--- src/rtl/core/scf_pkg.sv ---
// Shared constants, codes and helper functions for the sine soft clipper.
// Depends on nothing; every other file of the block imports it.
`timescale 1ns / 1ps

package scf_pkg;

    // Default audio sample width and fixed register widths
    localparam int SAMPLE_WIDTH_DEF = 24;
    localparam int GAIN_W           = 24;
    localparam logic [GAIN_W-1:0] GAIN_RESET = 24'd65536;

    // Clip threshold: level * round(pi/2 * 2^30), rounded back by 14 bits
    localparam logic [30:0] HALF_PI_Q30 = 31'd1686629713;
    localparam int          COMP_SHIFT  = 14;

    // Unsigned Q2.62 arithmetic of the sine series
    localparam logic [63:0] ONE_Q62 = 64'h4000_0000_0000_0000;

    // Phase divider: 63 quotient bits, the first 17 of them the integer part
    localparam int QBITS        = 63;
    localparam int DIV_PRESHIFT = 17;
    localparam int DIV_STAGES   = 9;
    localparam int DIV_STEPS    = 7;

    // Horner series and the digit-serial constant dividers inside it
    localparam int HORNER_TERMS = 12;
    localparam int DIGIT_W      = 16;
    localparam int DIGITS       = 4;

    // Queue between the front and the back
    localparam int QUEUE_DEPTH = 4;

    // Configuration port
    localparam int   CFG_ADDR_W = 3;
    localparam logic REG_GAIN   = 1'b0;
    localparam logic REG_LEVEL  = 1'b1;

    // How a sample is handled by the back
    localparam logic [1:0] KIND_ZERO = 2'd0;
    localparam logic [1:0] KIND_CLIP = 2'd1;
    localparam logic [1:0] KIND_SINE = 2'd2;

    // Divisor (2k)(2k+1) of Horner step i, where k counts down from the top term
    function automatic int horner_div(input int i);
        int k;
        k = HORNER_TERMS - i;
        return (2 * k) * (2 * k + 1);
    endfunction

endpackage

--- src/rtl/core/scf_front.sv ---
// Front of the sine soft clipper: takes samples, applies the drive gain and
// classifies each one as zero, clipped or sine-shaped. Uses scf_pkg.
`timescale 1ns / 1ps

module scf_front #(
    parameter int SW = scf_pkg::SAMPLE_WIDTH_DEF
) (
    input  logic                                clk,
    input  logic                                rst_n,
    input  logic                                in_vld,
    output logic                                in_rdy,
    input  logic signed [SW-1:0]                sample,
    input  logic                                fe,
    input  logic [scf_pkg::GAIN_W-1:0]          gain,
    input  logic [SW-2:0]                       lvl,
    input  logic [SW+15:0]                      comp,
    output logic                                q_push,
    input  logic                                q_full,
    output logic [SW+27:0]                      q_item
);
    import scf_pkg::*;

    localparam int YW = SW + 24;
    localparam int IW = YW + 4;

    logic             front_en;
    logic [SW-1:0]    raw;
    logic [SW-1:0]    x_abs;
    logic             a_vld_reg;
    logic             a_neg_reg;
    logic             a_fe_reg;
    logic [YW-1:0]    a_y_reg;
    logic [1:0]       kind;
    logic             b_vld_reg;
    logic [IW-1:0]    b_item_reg;

    // Both stages move together whenever the last one can hand its request on
    assign front_en = !b_vld_reg || !q_full;
    assign in_rdy   = front_en;
    assign q_push   = b_vld_reg && !q_full;
    assign q_item   = b_item_reg;

    // Magnitude of the sample; the most negative code maps to 2^(SW-1)
    assign raw   = sample;
    assign x_abs = raw[SW-1] ? SW'(~raw + 1'b1) : raw;

    // Stage A: apply the drive gain, exact product
    always_ff @(posedge clk or negedge rst_n)
    begin
        if (!rst_n)
        begin
            a_vld_reg <= 1'b0;
        end
        else if (front_en)
        begin
            a_vld_reg <= in_vld;
        end
    end

    always_ff @(posedge clk)
    begin
        if (front_en)
        begin
            a_neg_reg <= raw[SW-1];
            a_fe_reg  <= fe;
            a_y_reg   <= YW'(x_abs) * YW'(gain);
        end
    end

    // Classification against the level and the clip threshold
    always_comb
    begin
        if (lvl == '0 || a_y_reg == '0)
        begin
            kind = KIND_ZERO;
        end
        else if (a_y_reg > YW'(comp))
        begin
            kind = KIND_CLIP;
        end
        else
        begin
            kind = KIND_SINE;
        end
    end

    // Stage B: classified request waiting for the queue
    always_ff @(posedge clk or negedge rst_n)
    begin
        if (!rst_n)
        begin
            b_vld_reg <= 1'b0;
        end
        else if (front_en)
        begin
            b_vld_reg <= a_vld_reg;
        end
    end

    always_ff @(posedge clk)
    begin
        if (front_en)
        begin
            b_item_reg <= {kind, a_neg_reg, a_fe_reg, a_y_reg};
        end
    end

endmodule

--- config.mk ---
export PLATFORM = sky130hd
export DESIGN_NAME = scf_front
export DESIGN_NICKNAME = d
export VERILOG_FILES = /design/src/rtl/core/scf_pkg.sv /design/src/rtl/core/scf_front.sv
export SDC_FILE = /design/constraint.sdc
export NUM_CORES = 2
export LEC_CHECK = 0
export BUFFER_PORTS_ARGS = -buffer_cell sky130_fd_sc_hd__buf_2
export CAP_MARGIN = 30
export CORE_ASPECT_RATIO = 1.1
export CORE_MARGIN = 5
export CORE_UTILIZATION = 46
export DETAILED_ROUTE_END_ITERATION = 16
export SYNTH_ARGS = -nofsm -noshare
export SYNTH_HDL_FRONTEND = slang
export SYNTH_SLANG_ARGS = --single-unit
--- constraint.sdc ---
create_clock -name clk -period 9.8 [get_ports clk]
set_clock_uncertainty 0.2 [all_clocks]
set_input_delay 0.98 -clock clk [delete_from_list [all_inputs] [get_ports clk]]
set_output_delay 0.98 -clock clk [all_outputs]
set_load 0.01 [all_outputs]
---- Word level (Yosys, flattened, before mapping) ----
Index checks and enable logic that the tools add are counted.
storage, ports and cells
  register bits ........................... 104
  input bits .............................. 116
  output and inout bits ................... 54
cells by class
  add/subtract/negate cells ............... 1
  multiply operators ...................... 1
  $lt $le $gt $ge ......................... 1
  mux-type cells .......................... 2
  bitwise operators ....................... 1
  reduce and logical (&&, ||, !) cells .... 7
operators with widths
  operator                                                         number
  48-bit by 40-bit greater-than comparator with 1-bit output       1
  48-bit zero test                                                 1
  24-bit by 24-bit multiplier with 48-bit output                   1
  24-bit by 1-bit adder with 24-bit output, second input constant  1
  24-bit two-way mux                                               1
  24-bit NOT                                                       1
  23-bit zero test                                                 1
  1-bit zero test                                                  2
  1-bit logical OR                                                 2
  2-bit two-way mux                                                1
  1-bit logical AND                                                1

---- Depth between registers and ports, before layout ----
  depth in word-level cells ............... 4
  mapped depth ............................ 34

---- Worst setup path before layout ----
Ideal clock, no wire load.
  kind .................................... in2reg
  start ................................... in sample[8]
  end ..................................... reg a_y_reg[35] (data pin)
  setup time .............................. 0.264 ns
  arrival time ............................ 8.847 ns
  required time ........................... 9.336 ns
  slack ................................... 0.489 ns
  stages on the path ...................... 28
  buffers on the path ..................... 2
  cell sequence ........................... or4_4 -> or3_1 -> or3_4 -> o31ai_2 -> xnor2_1 -> clkbuf_1 -> nand2_1 -> fa_1 -> fa_1 -> fa_1 -> inv_1 -> fa_1 -> inv_1 -> fa_1 -> inv_1 -> fa_1 -> inv_1 -> fa_1 -> inv_1 -> ha_1 -> clkbuf_1 -> nand4_1 -> a2111oi_0 -> nor2_1 -> o211ai_1 -> a41o_1 -> a41oi_1 -> xnor2_1
between the ends
  word-level cells in the longest chain between the ends .. 4
ends and longest elaborated chain
  element                                           RTL line         text
  from (decl)                                       scf_front.sv:12  input logic signed [SW-1:0] sample,
  24-bit NOT                                        scf_front.sv:45  assign x_abs = raw[SW-1] ? SW'(~raw + 1'b1) : raw;
  24-bit by 1-bit adder with 24-bit output          scf_front.sv:45
  24-bit two-way mux *                              scf_front.sv:45
  24-bit by 24-bit multiplier with 48-bit output *  scf_front.sv:66  a_y_reg <= YW'(x_abs) * YW'(gain);
  to (signal assigned)                              scf_front.sv:66
  to (decl)                                         scf_front.sv:32  logic [YW-1:0] a_y_reg;
Mark *: on every way between the ends. The rest lies on a longest branch, timed or not.
A chain may end at the register's enable or synchronous reset.

---- Worst setup path in the final report ----
  start ................................... in sample[8]
  end ..................................... reg a_y_reg[45] (data pin)
The elaborated chain is that of the path after synthesis.

==> metrics.log <==
[metrics] Clock Path Buffers: 2
[metrics] Syn Inst Count: 2534
[metrics] vias in the first global route: approximately 19000
[metrics] number of instances resized during post-cts repair: 0
[metrics] full die area: 0.05679 mm²
[metrics] CTS Hold Buffers Added: 0
[metrics] pin count of the biggest net entering global routing: 73
[metrics] Post-Synthesis Net Count: about 3300
[metrics] Relative slew margins: 32.51%
[metrics] min Tclk post-route: 9251 ps
[metrics] CTS buffer count: 9
[metrics] CP max stage delay: 560 ps
[metrics] total number of vias: about 17000
[metrics] Starting Density: between 40% and 50%
[metrics] critical path data required time: 9700 ps
[metrics] flip-flop count of the largest register, all copies and words added: 52
[metrics] RD Place Congestion: 0.9054
[metrics] kind of end point of the critical path: register
[metrics] post-synthesis register bit count: ~100
[metrics] worst setup path category: in -> reg
[metrics] cell area reported after detailed placement: 0.02572 mm²
[metrics] category of cells accounting for the largest share of critical-path delay: adder cells
[metrics] outcome: complete, no violations
[metrics] share of synthesized area occupied by flip-flops and latches: 12.99%
[metrics] reg-to-reg endpoint: q_item[50]$_SDFFCE_PP0P_
[metrics] kind of launch point of the worst setup path: primary input
[metrics] number of enable-type register cells in the synthesized netlist: 102
[metrics] core outline area: ~0.05 mm²
[metrics] biggest fanout along the worst timing path: 11
[metrics] port buffer count: 169
[metrics] Final nets: about 3400
[metrics] worst endpoint data arrival time: 9150 ps
[metrics] worst-skew pair later-pin latency: about 360 ps
[metrics] Detailed Route WL: around 62000 µm
[metrics] Crit. path cell count: 28
[metrics] share of post-route cells with drive strength above 1: around 9.7%
[metrics] synth warn: 0
[metrics] period utilization: 94.40%
[metrics] setup_tns: 0 ps
[metrics] clk sinks: ~100
[metrics] DRC errors left: 0
[metrics] io pins: between 150 and 200
[metrics] hold violation total from the final report: 0
[metrics] actual slew at the worst max-slew pin: 1012 ps
[metrics] count of distinct cell types in the synthesized netlist: 65
[metrics] Achievable Freq: 108.1 MHz
[metrics] reg-to-reg setup timing slack: 6950 ps
[metrics] overall global routing resource usage: 22.32%
[metrics] number of design-rule violations left by the first detailed-router iteration: 1038
[metrics] buffer count from post-CTS setup fixing: 0
[metrics] Area growth, synth to finish: 8.674%
[metrics] post-route cell area: 0.02605 mm²
[metrics] Cell Rows: 87
[metrics] final-layout fill cell count: 4835
[metrics] number of maximum-capacitance constraint violations: 0
[metrics] fraction of synthesis flops using an asynchronous set or reset pin: 1.923%
[metrics] CTS tree: yes
[metrics] Vias/cell: 5.222
[metrics] Mean Syn Cell Area: 9.461 µm²
[metrics] Die X-Extent: 227.7 µm
[metrics] y dimension of the die: 249.4 µm
[metrics] DRT antenna net count: 0
[metrics] root buffer selected by CTS: clkbuf_16
[metrics] R2R cell count: 8
[metrics] Reg-to-Reg Start: a_y_reg[43]$_DFFE_PP_
[metrics] type of the tightest min-delay check: in -> async
[metrics] global-route wire length before repair: 100700 µm
[metrics] number of antenna violations at the first check in global routing: 0
[metrics] worst-case setup margin in the final layout: ~550 ps
[metrics] netlist area before placement: 0.02397 mm²
[metrics] CTS H-tree lvls: 3
[metrics] Finish-stage setup viols: 0
[metrics] unrepaired setup endpoints after global routing: no
[metrics] most used flip-flop cell after synthesis: edfxtp_1
[metrics] Crit-path slowest cell: fa_1
[metrics] most used cell, CP: fa_1
[metrics] Bufs and invs on worst path: 7
[metrics] Clk pin slew, worst setup/hold paths: approximately 80 ps
[metrics] antenna cell count: 0
[metrics] mean routed wirelength per cell: between 15 and 20 µm
[metrics] grt ovf: 0
[metrics] Detailed Routing Iterations Pass 1: 5
[metrics] Place WS: 210.0 ps
[metrics] placed wire-length estimate after detailed placement: 50770 µm
[metrics] count of pins over their slew limit: 0
-- logic make-up after synthesis --
kind of cell,share of synthesized area [%]
xor+xnor,2.229
flops,12.99
mux,0.1722
compound gates,5.193
buf+inv,11.24
fa+ha+maj,51.47
simple gates,16.71
-- area by class of cell --
cell class,count,area (µm²),share of cell area (%)
multi-input combinational,1717,18390,70.58
sequential,104,3113,11.95
inverter,602,2260,8.674
timing repair buffer,202,1130,4.337
tap,667,834.6,3.203
clock buffer,9,225.2,0.8645
clock inverter,7,102.6,0.3938
-- per-stage QoR --
step,hold slack (ps),instances,utilization [%]
CTS,178.2,3308,50.60
floorplan,200.3,2534,-
global placement,204.1,3290,49.89
finish,187.7,3308,50.60
detailed placement,213.6,3292,49.96
global route,181.7,3308,50.60
-- cells in the mapped netlist, types with 3 or more instances --
library cell | n | share of area (%)
a211oi_1 | 5 | 0.16
a21o_1 | 29 | 0.91
a21oi_1 | 54 | 1.1
a221o_1 | 4 | 0.17
a31oi_1 | 11 | 0.29
and2_1 | 328 | 8.6
and3_1 | 9 | 0.23
and4_1 | 3 | 0.11
buf_2 | 4 | 0.084
clkbuf_1 | 104 | 1.6
edfxtp_1 | 102 | 13
fa_1 | 482 | 40
ha_1 | 215 | 11
inv_1 | 602 | 9.4
mux2i_1 | 3 | 0.13
nand2_1 | 299 | 4.7
nand2b_1 | 10 | 0.26
nand3_1 | 13 | 0.27
nand4_1 | 17 | 0.44
nor2_1 | 29 | 0.45
nor2b_1 | 12 | 0.31
nor3_1 | 13 | 0.27
nor4_1 | 20 | 0.52
o211ai_1 | 7 | 0.22
o21a_1 | 7 | 0.22
o21ai_0 | 29 | 0.61
o21ai_1 | 4 | 0.084
o21bai_1 | 8 | 0.25
o31ai_1 | 5 | 0.16
or3_1 | 5 | 0.13
xnor2_1 | 46 | 1.7
xor2_1 | 15 | 0.55
-- worst reg2reg max path: stages, from the launching register on --
cell      delay [ps]
edfxtp_1         400
nor4_1           620
nand2_1          140
nor3_1           340
and3_1           260
nand3_1          160
and2_1           190
a31oi_1          180
a21oi_1          100
-- routing by layer --
metal / GRT usage [%] / share of wire [%] / vias up
met5: 0 / 0 / -
met4: 4.375 / 1.9 / 0
met3: 2.762 / 6.8 / 82
met2: 35.93 / 46 / 589
met1: 32.87 / 45 / 8756
li1: - / - / 7847
-- how the worst max path moves through the flow --
| stage | to | slack (ps) | startpoint |
|---|---|---|---|
| after detailed placement | a_y_reg[45]$_DFFE_PP_ | 210 | sample[8] |
| after floorplan | a_y_reg[35]$_DFFE_PP_ | 490 | sample[8] |
| after global routing | a_y_reg[45]$_DFFE_PP_ | 60 | sample[8] |
| after CTS | a_y_reg[45]$_DFFE_PP_ | 580 | sample[8] |
| final | a_y_reg[45]$_DFFE_PP_ | 550 | sample[8] |
| after global placement | a_y_reg[40]$_DFFE_PP_ | 370 | sample[8] |
-- cell usage in the layout, fill, tap and decap left out, types with 28 or more instances in the layout --
master / synthesis / final
buf_4: 1 / 30
a21oi_1: 54 / 54
nand2_1: 299 / 298
and2_1: 328 / 328
buf_2: 4 / 169
fa_1: 482 / 482
o21ai_0: 29 / 28
ha_1: 215 / 215
inv_1: 602 / 602
nor2_1: 29 / 29
edfxtp_1: 102 / 102
a21o_1: 29 / 29
Power is not shown: default switching activity piles up to over one toggle a cycle in this logic, so the estimate is an artifact.
